### src/rtl/mms_pkg.sv
`default_nettype none

package mms_pkg;

    // Storage geometry and field widths
    localparam int DEPTH    = 64;
    localparam int ADDR_W   = $clog2(DEPTH);
    localparam int CNT_W    = 7;
    localparam int VAL_W    = 16;
    localparam int OP_W     = 2;
    localparam int STAT_W   = 2;
    localparam int PADDR_W  = 3;
    localparam int PDATA_W  = 32;

    localparam logic [CNT_W-1:0] CAP_RESET = 7'd64;

    // Value constants
    localparam logic signed [VAL_W-1:0] VAL_MAX     = 16'sh7FFF;
    localparam logic signed [VAL_W-1:0] VAL_MIN     = 16'sh8000;
    localparam logic signed [VAL_W-1:0] VAL_NEG_ONE = 16'shFFFF;
    localparam logic signed [VAL_W-1:0] VAL_ZERO    = 16'sh0000;

    // Request opcodes
    localparam logic [OP_W-1:0] OP_PUSH = 2'd0;
    localparam logic [OP_W-1:0] OP_POP  = 2'd1;
    localparam logic [OP_W-1:0] OP_PEEK = 2'd2;
    localparam logic [OP_W-1:0] OP_NOP  = 2'd3;

    // Result status codes
    localparam logic [STAT_W-1:0] ST_OK        = 2'd0;
    localparam logic [STAT_W-1:0] ST_OVERFLOW  = 2'd1;
    localparam logic [STAT_W-1:0] ST_UNDERFLOW = 2'd2;

    // Register addresses (word index, taken from paddr[2])
    localparam logic REG_CAPACITY = 1'b0;

    // Source of the result value
    typedef enum logic [1:0] {
        VSEL_ZERO = 2'd0,
        VSEL_TOP  = 2'd1,
        VSEL_NEG1 = 2'd2
    } vsel_t;

    typedef struct packed {
        logic [OP_W-1:0]         op;
        logic signed [VAL_W-1:0] data;
    } mms_req_t;

    typedef struct packed {
        logic signed [VAL_W-1:0] value;
        logic [STAT_W-1:0]       status;
        logic signed [VAL_W-1:0] min_value;
        logic signed [VAL_W-1:0] max_value;
        logic [CNT_W-1:0]        count;
        logic                    empty_res;
        logic                    full_res;
    } mms_rsp_t;

    typedef struct packed {
        logic signed [VAL_W-1:0] val;
        logic signed [VAL_W-1:0] lo;
        logic signed [VAL_W-1:0] hi;
    } mms_entry_t;

    // Controller to datapath
    typedef struct packed {
        logic              do_push;
        logic              do_pop;
        logic              do_refill;
        logic              load_value;
        vsel_t             vsel;
        logic [STAT_W-1:0] status;
        logic              emit;
    } mms_cmd_t;

    // Datapath to controller
    typedef struct packed {
        logic empty;
        logic single;
        logic at_cap;
        logic out_busy;
    } mms_stat_t;

endpackage

`default_nettype wire

### src/rtl/min_max_stack_top.sv
`default_nettype none

// Channel  | Direction | Handshake             | Payload
// ---------+-----------+-----------------------+--------------------------------------
// req      | in        | req_valid / req_stall | op, data
// rsp      | out       | rsp_valid / rsp_stall | value, status, min/max, count, flags
// apb      | in/out    | psel, penable, pready | capacity at byte address 0
//
// Push, peek, errors and a pop that empties the stack emit their result on acceptance.
// A pop that leaves one or more entries emits from S_FILL: the registered read port of
// the stack memory fetches the new top entry with its running min and max.
// The result lands in an output register; a new request is taken while it waits,
// unless the result is stalled.
// Reset clears the count, the extremes and the output valid; no clearing pass.

module min_max_stack_top (
    input  wire logic                            clk,
    input  wire logic                            rst_n,
    input  wire logic                            req_valid,
    output      logic                            req_stall,
    input  wire mms_pkg::mms_req_t               req,
    output      logic                            rsp_valid,
    input  wire logic                            rsp_stall,
    output      mms_pkg::mms_rsp_t               rsp,
    input  wire logic                            psel,
    input  wire logic                            penable,
    input  wire logic                            pwrite,
    input  wire logic [mms_pkg::PADDR_W-1:0]     paddr,
    input  wire logic [mms_pkg::PDATA_W-1:0]     pwdata,
    output      logic [mms_pkg::PDATA_W-1:0]     prdata,
    output      logic                            pready
);
    import mms_pkg::*;

    logic [CNT_W-1:0] capacity_reg;
    logic             cfg_write;
    mms_cmd_t         cmd;
    mms_stat_t        stat;

    // Configuration register
    assign pready    = 1'b1;
    assign cfg_write = psel && penable && pwrite && pready && (paddr[2] == REG_CAPACITY);
    assign prdata    = (paddr[2] == REG_CAPACITY) ? PDATA_W'(capacity_reg) : '0;

    always_ff @(posedge clk or negedge rst_n)
    begin
        if (!rst_n)
            capacity_reg <= CAP_RESET;
        else if (cfg_write)
            capacity_reg <= pwdata[CNT_W-1:0];
    end

    mms_ctrl u_ctrl (
        .clk       (clk),
        .rst_n     (rst_n),
        .req_valid (req_valid),
        .req_op    (req.op),
        .stat      (stat),
        .cmd       (cmd),
        .req_stall (req_stall)
    );

    mms_datapath u_datapath (
        .clk       (clk),
        .rst_n     (rst_n),
        .cmd       (cmd),
        .stat      (stat),
        .push_data (req.data),
        .capacity  (capacity_reg),
        .rsp_stall (rsp_stall),
        .rsp_valid (rsp_valid),
        .rsp       (rsp)
    );

endmodule

`default_nettype wire

### src/rtl/mms_datapath.sv
`default_nettype none

module mms_datapath (
    input  wire logic                                clk,
    input  wire logic                                rst_n,
    input  wire mms_pkg::mms_cmd_t                   cmd,
    output      mms_pkg::mms_stat_t                  stat,
    input  wire logic signed [mms_pkg::VAL_W-1:0]    push_data,
    input  wire logic [mms_pkg::CNT_W-1:0]           capacity,
    input  wire logic                                rsp_stall,
    output      logic                                rsp_valid,
    output      mms_pkg::mms_rsp_t                   rsp
);
    import mms_pkg::*;

    mms_entry_t mem [DEPTH];
    mms_entry_t rd_data_reg;

    logic [CNT_W-1:0]        count_reg, count_next;
    logic signed [VAL_W-1:0] top_val_reg, top_val_next;
    logic signed [VAL_W-1:0] top_lo_reg, top_lo_next;
    logic signed [VAL_W-1:0] top_hi_reg, top_hi_next;
    logic signed [VAL_W-1:0] push_lo, push_hi;
    logic signed [VAL_W-1:0] sel_value;
    logic [CNT_W-1:0]        cap_eff;
    logic [CNT_W-1:0]        rd_cnt;
    logic [ADDR_W-1:0]       rd_addr;
    logic                    rsp_valid_reg, rsp_valid_next;
    mms_rsp_t                rsp_reg, rsp_next;

    // Saturate capacity to the storage depth
    assign cap_eff = (capacity > CNT_W'(DEPTH)) ? CNT_W'(DEPTH) : capacity;

    assign stat.empty    = (count_reg == '0);
    assign stat.single   = (count_reg == CNT_W'(1));
    assign stat.at_cap   = (count_reg >= cap_eff);
    assign stat.out_busy = rsp_valid_reg && rsp_stall;

    // Running extremes for a new top entry
    assign push_lo = (push_data < top_lo_reg) ? push_data : top_lo_reg;
    assign push_hi = (push_data > top_hi_reg) ? push_data : top_hi_reg;

    // Entry below the current top, fetched for a refill after pop
    assign rd_cnt  = count_reg - CNT_W'(2);
    assign rd_addr = rd_cnt[ADDR_W-1:0];

    // Top-of-stack next state
    always_comb
    begin
        count_next   = count_reg;
        top_val_next = top_val_reg;
        top_lo_next  = top_lo_reg;
        top_hi_next  = top_hi_reg;
        if (cmd.do_push)
        begin
            count_next   = count_reg + CNT_W'(1);
            top_val_next = push_data;
            top_lo_next  = push_lo;
            top_hi_next  = push_hi;
        end
        else if (cmd.do_pop)
        begin
            count_next = count_reg - CNT_W'(1);
            if (count_reg == CNT_W'(1))
            begin
                top_lo_next = VAL_MAX;
                top_hi_next = VAL_MIN;
            end
        end
        else if (cmd.do_refill)
        begin
            top_val_next = rd_data_reg.val;
            top_lo_next  = rd_data_reg.lo;
            top_hi_next  = rd_data_reg.hi;
        end
    end

    // Result value by selection
    always_comb
    begin
        case (cmd.vsel)
            VSEL_TOP:  sel_value = top_val_reg;
            VSEL_NEG1: sel_value = VAL_NEG_ONE;
            default:   sel_value = VAL_ZERO;
        endcase
    end

    // Output register: value and status at acceptance, the rest on emit
    always_comb
    begin
        rsp_next = rsp_reg;
        if (cmd.load_value)
        begin
            rsp_next.value  = sel_value;
            rsp_next.status = cmd.status;
        end
        if (cmd.emit)
        begin
            rsp_next.min_value = top_lo_next;
            rsp_next.max_value = top_hi_next;
            rsp_next.count     = count_next;
            rsp_next.empty_res = (count_next == '0);
            rsp_next.full_res  = (count_next == cap_eff);
        end
        if (cmd.emit)
            rsp_valid_next = 1'b1;
        else if (rsp_valid_reg && !rsp_stall)
            rsp_valid_next = 1'b0;
        else
            rsp_valid_next = rsp_valid_reg;
    end

    // Stack storage: write on push, registered read of the entry below top
    always_ff @(posedge clk)
    begin
        if (cmd.do_push)
            mem[count_reg[ADDR_W-1:0]] <= '{val: push_data, lo: push_lo, hi: push_hi};
        rd_data_reg <= mem[rd_addr];
    end

    // Control state
    always_ff @(posedge clk or negedge rst_n)
    begin
        if (!rst_n)
        begin
            count_reg     <= '0;
            top_lo_reg    <= VAL_MAX;
            top_hi_reg    <= VAL_MIN;
            rsp_valid_reg <= 1'b0;
        end
        else
        begin
            count_reg     <= count_next;
            top_lo_reg    <= top_lo_next;
            top_hi_reg    <= top_hi_next;
            rsp_valid_reg <= rsp_valid_next;
        end
    end

    // Payload registers
    always_ff @(posedge clk)
    begin
        top_val_reg <= top_val_next;
        rsp_reg     <= rsp_next;
    end

    assign rsp_valid = rsp_valid_reg;
    assign rsp       = rsp_reg;

    // Checks
    a_count_bound: assert property (@(posedge clk) disable iff (!rst_n)
        count_reg <= CNT_W'(DEPTH))
        else $error("stack count above depth");

    a_empty_extremes: assert property (@(posedge clk) disable iff (!rst_n)
        (count_reg == '0) |-> (top_lo_reg == VAL_MAX && top_hi_reg == VAL_MIN))
        else $error("empty stack with stale extremes");

    a_lo_le_hi: assert property (@(posedge clk) disable iff (!rst_n)
        (count_reg != '0) |-> (top_lo_reg <= top_hi_reg))
        else $error("running min above running max");

    a_emit_free: assert property (@(posedge clk) disable iff (!rst_n)
        cmd.emit |-> !(rsp_valid_reg && rsp_stall))
        else $error("result emitted over a stalled result");

endmodule

`default_nettype wire

### src/rtl/mms_ctrl.sv
`default_nettype none

module mms_ctrl (
    input  wire logic                       clk,
    input  wire logic                       rst_n,
    input  wire logic                       req_valid,
    input  wire logic [mms_pkg::OP_W-1:0]   req_op,
    input  wire mms_pkg::mms_stat_t         stat,
    output      mms_pkg::mms_cmd_t          cmd,
    output      logic                       req_stall
);
    import mms_pkg::*;

    typedef enum logic [1:0] {
        S_IDLE = 2'b01,
        S_FILL = 2'b10
    } state_t;

    state_t state_reg, state_next;
    logic   accept;

    // Take a request only in idle with room in the output register
    assign req_stall = (state_reg != S_IDLE) || stat.out_busy;
    assign accept    = req_valid && !req_stall;

    // Decode the request into datapath commands
    always_comb
    begin
        cmd        = '0;
        cmd.vsel   = VSEL_ZERO;
        cmd.status = ST_OK;
        state_next = state_reg;
        case (state_reg)
            S_IDLE:
            begin
                if (accept)
                begin
                    cmd.load_value = 1'b1;
                    cmd.emit       = 1'b1;
                    case (req_op)
                        OP_PUSH:
                        begin
                            if (stat.at_cap)
                                cmd.status = ST_OVERFLOW;
                            else
                                cmd.do_push = 1'b1;
                        end
                        OP_POP:
                        begin
                            if (stat.empty)
                            begin
                                cmd.status = ST_UNDERFLOW;
                                cmd.vsel   = VSEL_NEG1;
                            end
                            else
                            begin
                                cmd.do_pop = 1'b1;
                                cmd.vsel   = VSEL_TOP;
                                // Deeper entry becomes top: fetch it first
                                if (!stat.single)
                                begin
                                    cmd.emit   = 1'b0;
                                    state_next = S_FILL;
                                end
                            end
                        end
                        OP_PEEK:
                        begin
                            if (stat.empty)
                            begin
                                cmd.status = ST_UNDERFLOW;
                                cmd.vsel   = VSEL_NEG1;
                            end
                            else
                                cmd.vsel = VSEL_TOP;
                        end
                        default:
                        begin
                            cmd.status = ST_OK;
                        end
                    endcase
                end
            end
            S_FILL:
            begin
                cmd.do_refill = 1'b1;
                cmd.emit      = 1'b1;
                state_next    = S_IDLE;
            end
            default:
            begin
                state_next = S_IDLE;
            end
        endcase
    end

    always_ff @(posedge clk or negedge rst_n)
    begin
        if (!rst_n)
            state_reg <= S_IDLE;
        else
            state_reg <= state_next;
    end

    // Checks
    a_fill_one_cycle: assert property (@(posedge clk) disable iff (!rst_n)
        (state_reg == S_FILL) |=> (state_reg == S_IDLE))
        else $error("refill lasted more than one cycle");

    a_deep_pop_fills: assert property (@(posedge clk) disable iff (!rst_n)
        (accept && req_op == OP_POP && !stat.empty && !stat.single)
            |=> (state_reg == S_FILL))
        else $error("pop of a deep stack skipped the refill");

endmodule

`default_nettype wire

### config.mk
export PLATFORM = sky130hd
export DESIGN_NAME = min_max_stack_top
export DESIGN_NICKNAME = d
export VERILOG_FILES = /design/src/rtl/mms_pkg.sv /design/src/rtl/min_max_stack_top.sv /design/src/rtl/mms_datapath.sv /design/src/rtl/mms_ctrl.sv
export SDC_FILE = /design/constraint.sdc
export NUM_CORES = 2
export LEC_CHECK = 0
export BUFFER_PORTS_ARGS = -buffer_cell sky130_fd_sc_hd__buf_2
export CAP_MARGIN = 15
export CORE_MARGIN = 2
export CORE_UTILIZATION = 60
export CTS_CLUSTER_SIZE = 14
export DETAILED_ROUTE_END_ITERATION = 10
export GPL_TIMING_DRIVEN = 0
export PLACE_DENSITY_LB_ADDON = 0.08
export SYNTH_ARGS = -nofsm -noshare
export SYNTH_HDL_FRONTEND = slang
export SYNTH_SLANG_ARGS = --single-unit
### constraint.sdc
create_clock -name clk -period 10.7 [get_ports clk]
set_clock_uncertainty 0.05 [all_clocks]
set_input_delay 0.535 -clock clk [delete_from_list [all_inputs] [get_ports clk]]
set_output_delay 0.535 -clock clk [all_outputs]
set_load 0.05 [all_outputs]
# [Yosys cells after proc, flatten, opt, wreduce, memory -nomap -nowiden]
# Memories as Yosys holds them, arrays and structs flattened. A register that Yosys moved wholly into a read port is not among the register bits.
# Index checks and enable logic that the tools add are counted.
[classes] order_cmp=4 add_sub_neg=3 mux=45 reduce_logical=18 eq_ne=14 bitwise=1
[op_table] cell="16-bit two-way mux" count=13
[op_table] cell="16-bit case mux with 2 select lines" count=1
[op_table] cell="7-bit two-way mux" count=4
[op_table] cell="2-bit two-way mux" count=10
[op_table] cell="16-bit > comparator" count=1
[op_table] cell="16-bit < comparator" count=1
[op_table] cell="7-bit zero test" count=2
[op_table] cell="1-bit two-way mux" count=13
[op_table] cell="7-bit by 1-bit adder with 7-bit output (second input constant)" count=1
[op_table] cell="7-bit by 1-bit == test with 1-bit output (second input constant)" count=1
[op_table] cell="7-bit == test" count=1
[op_table] cell="7-bit >= comparator" count=1
[op_table] cell="7-bit > comparator (second input constant)" count=1
[op_table] cell="7-bit by 1-bit subtractor with 7-bit output (second input constant)" count=1
[op_table] cell="2-bit by 1-bit == test with 1-bit output (second input constant)" count=3
[op_table] cell="2-bit == test (second input constant)" count=3
[op_table] cell="1-bit logical AND" count=6
[op_table] cell="6-bit two-way mux" count=1
[op_table] cell="2-bit by 1-bit != test with 1-bit output (second input constant)" count=3
[op_table] cell="2-bit != test (second input constant)" count=3
[op_table] cell="6-bit by 2-bit subtractor with 6-bit output (second input constant)" count=1
[op_table] cell="5-bit two-way mux" count=1
[op_table] cell="2-bit case mux with 2 select lines" count=1
[op_table] cell="2-bit AND reduction" count=2
[op_table] cell="8 further kinds" count=10
[word_totals] ramBits=3072 regBits=124 memories=1 input_bits=60 output_inout_bits=94 wordCells=100
[mem_list] memory="u_datapath.mem" words=64 width=48 rd=1 rd_ports_with_merged_regs=1 write_ports=1 line="mms_datapath.sv:16" text="mms_entry_t mem [DEPTH];"

# [Depth between registers and ports, before layout]
[logic_depth] word_depth=10 ltp_mapped=16 ltp_nobuf=11

# [By module]
# A second synthesis with hierarchy kept.
[unflattened] cells_unflattened=5320 hier_area_um2=124877.3
[by_module_without_submodules] mod="mms_datapath" seq_area_each_um2=96482.5 area_per_inst_um2=124084.0 instances=1 cells_each=5242
[by_module_without_submodules] mod="min_max_stack_top" seq_area_each_um2=176.4 area_per_inst_um2=543.0 instances=1 cells_each=50
[by_module_without_submodules] mod="mms_ctrl" seq_area_each_um2=51.3 area_per_inst_um2=250.2 instances=1 cells_each=28

# [Least setup slack after synthesis]
# No wires, ideal clock.
[synth_path] path_kind="register to register" startpoint="register u_datapath.count_reg[0]" endpoint="memory u_datapath.mem[25][0] in the netlist's numbering (enable)" path_slack_ns=4.676 synth_period_minus_slack_ns=6.024 required_ns=10.196 arrival_ns=5.521 path_buffers=7 stages_incl_launch_ff=16 setup_time_ns=0.454 path_cell_list="dfrtp_1 buf_2 buf_2 buf_2 buf_2 inv_1 ha_1 nand2b_1 a211o_1 a211oi_4 and2_1 buf_6 buf_2 buf_1 nand3_1 nor2_1"
[synth_between] elab_chain_len=7
[synth_lines] item="start: declaration" line="mms_datapath.sv:19" text="logic [CNT_W-1:0] count_reg, count_next;"
[synth_lines] item="start signal: assignment" line="mms_datapath.sv:133" text="count_reg <= count_next;"
[synth_lines] item="7-bit >= comparator" line="mms_datapath.sv:36" text="assign stat.at_cap = (count_reg >= cap_eff);"
[synth_lines] item="1-bit two-way mux" line="mms_ctrl.sv:43" text="if (stat.at_cap)"
[synth_lines] item="1-bit two-way mux" line="mms_ctrl.sv:40" text="case (req_op)"
[synth_lines] item="2-bit two-way mux" line="mms_ctrl.sv:36" text="if (accept)"
[synth_lines] item="2-bit two-way mux" line="mms_ctrl.sv:33" text="case (state_reg)"
[synth_lines] item="1-bit two-way mux" line="mms_datapath.sv:116" text="if (cmd.do_push)"
[synth_lines] item="1-bit two-way mux (implied by the code)" line="mms_datapath.sv:117" text="mem[count_reg[ADDR_W-1:0]] <= '{val: push_data, lo: push_lo, hi: push_hi};"
[synth_lines] item="end: declaration" line="mms_datapath.sv:16"
# Parallel ways exist; a longest one is shown, timed or not.

# [Final worst setup path]
[layout_path] startpoint="register u_datapath.count_reg[0]" endpoint="memory u_datapath.mem[49][22] in the netlist's numbering (enable)"
# Same word-level chain as after synthesis.

==> impl_metrics.json <==
{
  "finalNetCount": 5988,
  "cp-start-kind": "register",
  "r2r_start": "u_datapath.count_reg[0]$_DFF_PN0_",
  "p_total_uw": 42800,
  "worstSetupEndpointType": "register",
  "grt.total_usage_pct": 32.9,
  "setup_tns_ns": 0,
  "cts_max_level": 5,
  "reg2reg_to": "u_datapath.mem[49][22]$_DFFE_PP_",
  "synthCells": 5162,
  "initial_core_util_pct": 60.2,
  "synth-edff-count": 3147,
  "num_vias": 61200,
  "numCtsBuffers": 332,
  "grt_remaining_overflow": 0,
  "crit_type": "reg -> reg",
  "crit_required_ns": 11.30,
  "maxSlewViolCount": 0,
  "clk_pin_slew_ns": 0.06,
  "avgSynthCellArea_um2": 24.1,
  "cp.arrival_ns": 8.94,
  "p_leak_uw": 0.0458,
  "max_slew_margin_pct": 10.2,
  "post-place-ws_ns": 2.67,
  "ys_seq_elements": 3244,
  "hpwl_um": 227000,
  "final_core_util_pct": 69.8,
  "worstMarginPinSlew_ns": 1.31,
  "synth_area_leaders": "edfxtp_1 (76%), mux4_2 (18%), dfxtp_1 (0.77%), dfrtp_1 (0.62%), ha_1 (0.53%)",
  "synth_warnings": 0,
  "synth-seq-area-share_pct": 77.8,
  "clk_root_buffer_cell": "clkbuf_16",
  "ant_nets": 0,
  "firstDrtPassIters": 8,
  "layout.cells.most_common": "edfxtp_1",
  "synth_ff_type": "edfxtp_1",
  "drc": 0,
  "die_w_um": 459,
  "fp.coreArea_um2": 206000,
  "vias_per_cell": 6.93,
  "async_reset_ff_share_pct": 1.51,
  "clock_path_buffers": 4,
  "clock_latency_ns": 0.97,
  "r2r_slack_ns": 2.36,
  "cts_sinks": 3244,
  "rsz0062_at_grt": "no",
  "crit_path_start": "u_datapath.count_reg[0]$_DFF_PN0_",
  "crit_fanout": 21,
  "min_period_ns": 8.34,
  "grt_pass1_vias": 59900,
  "grt_start_max_net_pins": 70,
  "power.ir.vdd_worst_mv": 0.207,
  "hp-class": "in -> reg",
  "dieArea_um2": 211000,
  "routed_wl_um": 343000,
  "power_density_nw_per_um2": 297,
  "io_buffers": 100,
  "num_rows": 167,
  "whs_ns": 0.0829,
  "setup_ws_ns": 2.36,
  "drive_gt1_share_pct": 32.3,
  "r2r_cells": 17,
  "synth_top_area_share_pct": 76.0,
  "fin_crit_sh_pct": 77.9,
  "drt-initial-drc-count": 10200,
  "finalHoldViolCount": 0,
  "multi_input_area_um2": 26800,
  "dieHeight_um": 459,
  "synth.distinct_cells": 63,
  "setup_violations": 0,
  "max_freq_ghz": 0.120,
  "area_growth_pct": 15.9,
  "largest_reg_flops": 3072,
  "wl_per_cell_um": 38.8,
  "gp_congestion": 0.943,
  "cts_tree": "done",
  "io-pin-count": 154,
  "synth_area_um2": 124000,
  "synth_largest_area_cell": "edfxtp_1",
  "whs_endpoint": "u_datapath.mem[2][35]$_DFFE_PP_",
  "fill_cells": 12200,
  "min-delay-start": "req[3]",
  "most-common-layout-cells": "edfxtp_1 (3147), mux4_2 (988), clkbuf_16 (342), clkbuf_1 (223), buf_12 (159)",
  "antenna_found_initial": 27,
  "status": "complete, no violations",
  "grt_pass1_wl_um": 471000,
  "maxCapViolCount": 0,
  "register_area_um2": 96700,
  "whs_path_depth": 1
}
worst max-delay path: stages (launching register included):
cell and delay [ns]:
dfrtp_1 0.48, buf_2 0.41, buf_2 0.61, buf_2 0.68
buf_2 0.60, inv_1 0.16, ha_1 0.32, nand2b_1 0.14
a211o_1 0.32, a211oi_4 0.50, and2_1 0.22, buf_6 0.14
buf_2 0.20, buf_1 0.54, nand3_1 0.97, nor2_4 1.12
buf_12 0.29, buf_16 0.19
worst max-delay path by stage:
stage                                  endpoint  slack (ns)
2_1_floorplan   u_datapath.mem[25][0]$_DFFE_PP_        4.68
6_report       u_datapath.mem[49][22]$_DFFE_PP_        2.36
4_1_cts         u_datapath.mem[5][17]$_DFFE_PP_        2.57
3_5_place_dp    u_datapath.mem[5][30]$_DFFE_PP_        2.67
3_3_place_gp   u_datapath.mem[35][41]$_DFFE_PP_       -1.16
5_1_grt        u_datapath.mem[49][26]$_DFFE_PP_        2.39
cells in the mapped netlist, types with 3 or more instances:
master,n
a211oi_1,18
a21o_1,7
a21oi_1,40
a221o_1,15
a22oi_1,3
and2_1,5
and3_1,4
buf_1,64
buf_2,43
buf_4,26
clkbuf_1,156
dfrtp_1,31
dfstp_2,18
dfxtp_1,48
edfxtp_1,3147
ha_1,53
inv_1,44
mux2_2,40
mux2i_1,22
mux4_2,988
nand2_1,80
nand3_1,13
nand3b_1,5
nand4_1,6
nor2_1,139
nor2b_1,26
nor3_1,4
o211ai_1,14
o21a_1,3
o21ai_0,44
or3_1,3
or4_1,3
xnor2_1,7
xor2_1,5
logic make-up (layout without fill, tap and decap cells):
group                      count (synthesis)  count (layout)  share of synthesized area [%]
muxes                                   1050            1050                           18.4
DFF                                     3244            3244                           77.8
and+or+nand+nor                          301             301                           1.10
other                                      2              34                        0.00604
buffers and inverters                    336            1273                           1.15
xor gates and xnor gates                  14              14                          0.122
AOI/OAI and AO/OA                        162             162                          0.870
adders and majority gates                 53              53                          0.533
layer usage:
metal  part of all wire, %  global-route usage, %  routed length (um)
met2                    46                   48.6              157000
met5                 0.029                      0                  98
met1                    38                   47.9              131000
met3                    12                   9.52               41700
met4                   3.9                   11.7               13200
final cells by class:
cell class	count	share of cell area, %
Sequential cell	3244	67.1
Multi-Input combinational cell	1606	18.6
Clock buffer	417	6.15
Timing Repair Buffer	355	3.80
Tap cell	2704	2.35
Clock inverter	165	0.926
Buffer	291	0.882
Inverter	45	0.117
Antenna cell	8	0.0139
where the power goes:
part / total, uW / leakage [uW] / switching, uW / internal (uW)
Clock: 11100 / 0.00497 / 4710 / 6350
Combinational: 15700 / 0.0114 / 9830 / 5910
Sequential: 16000 / 0.0294 / 221 / 15800
stage by stage:
stage,area [um2],instances
after floorplan,124000,5186
after global routing,144000,8830
final,144000,8835
after CTS,143000,8777
after detailed placement,133000,8182
after global placement,128000,7990
timing repair:
item | CTS | global route
resized for setup | 0 | 0
setup buffers | 0 | 0
endpoints found under the hold margin | 108 | 30
hold buffers | 13 | 4
Note: power is estimated with default switching activity, not from simulation.
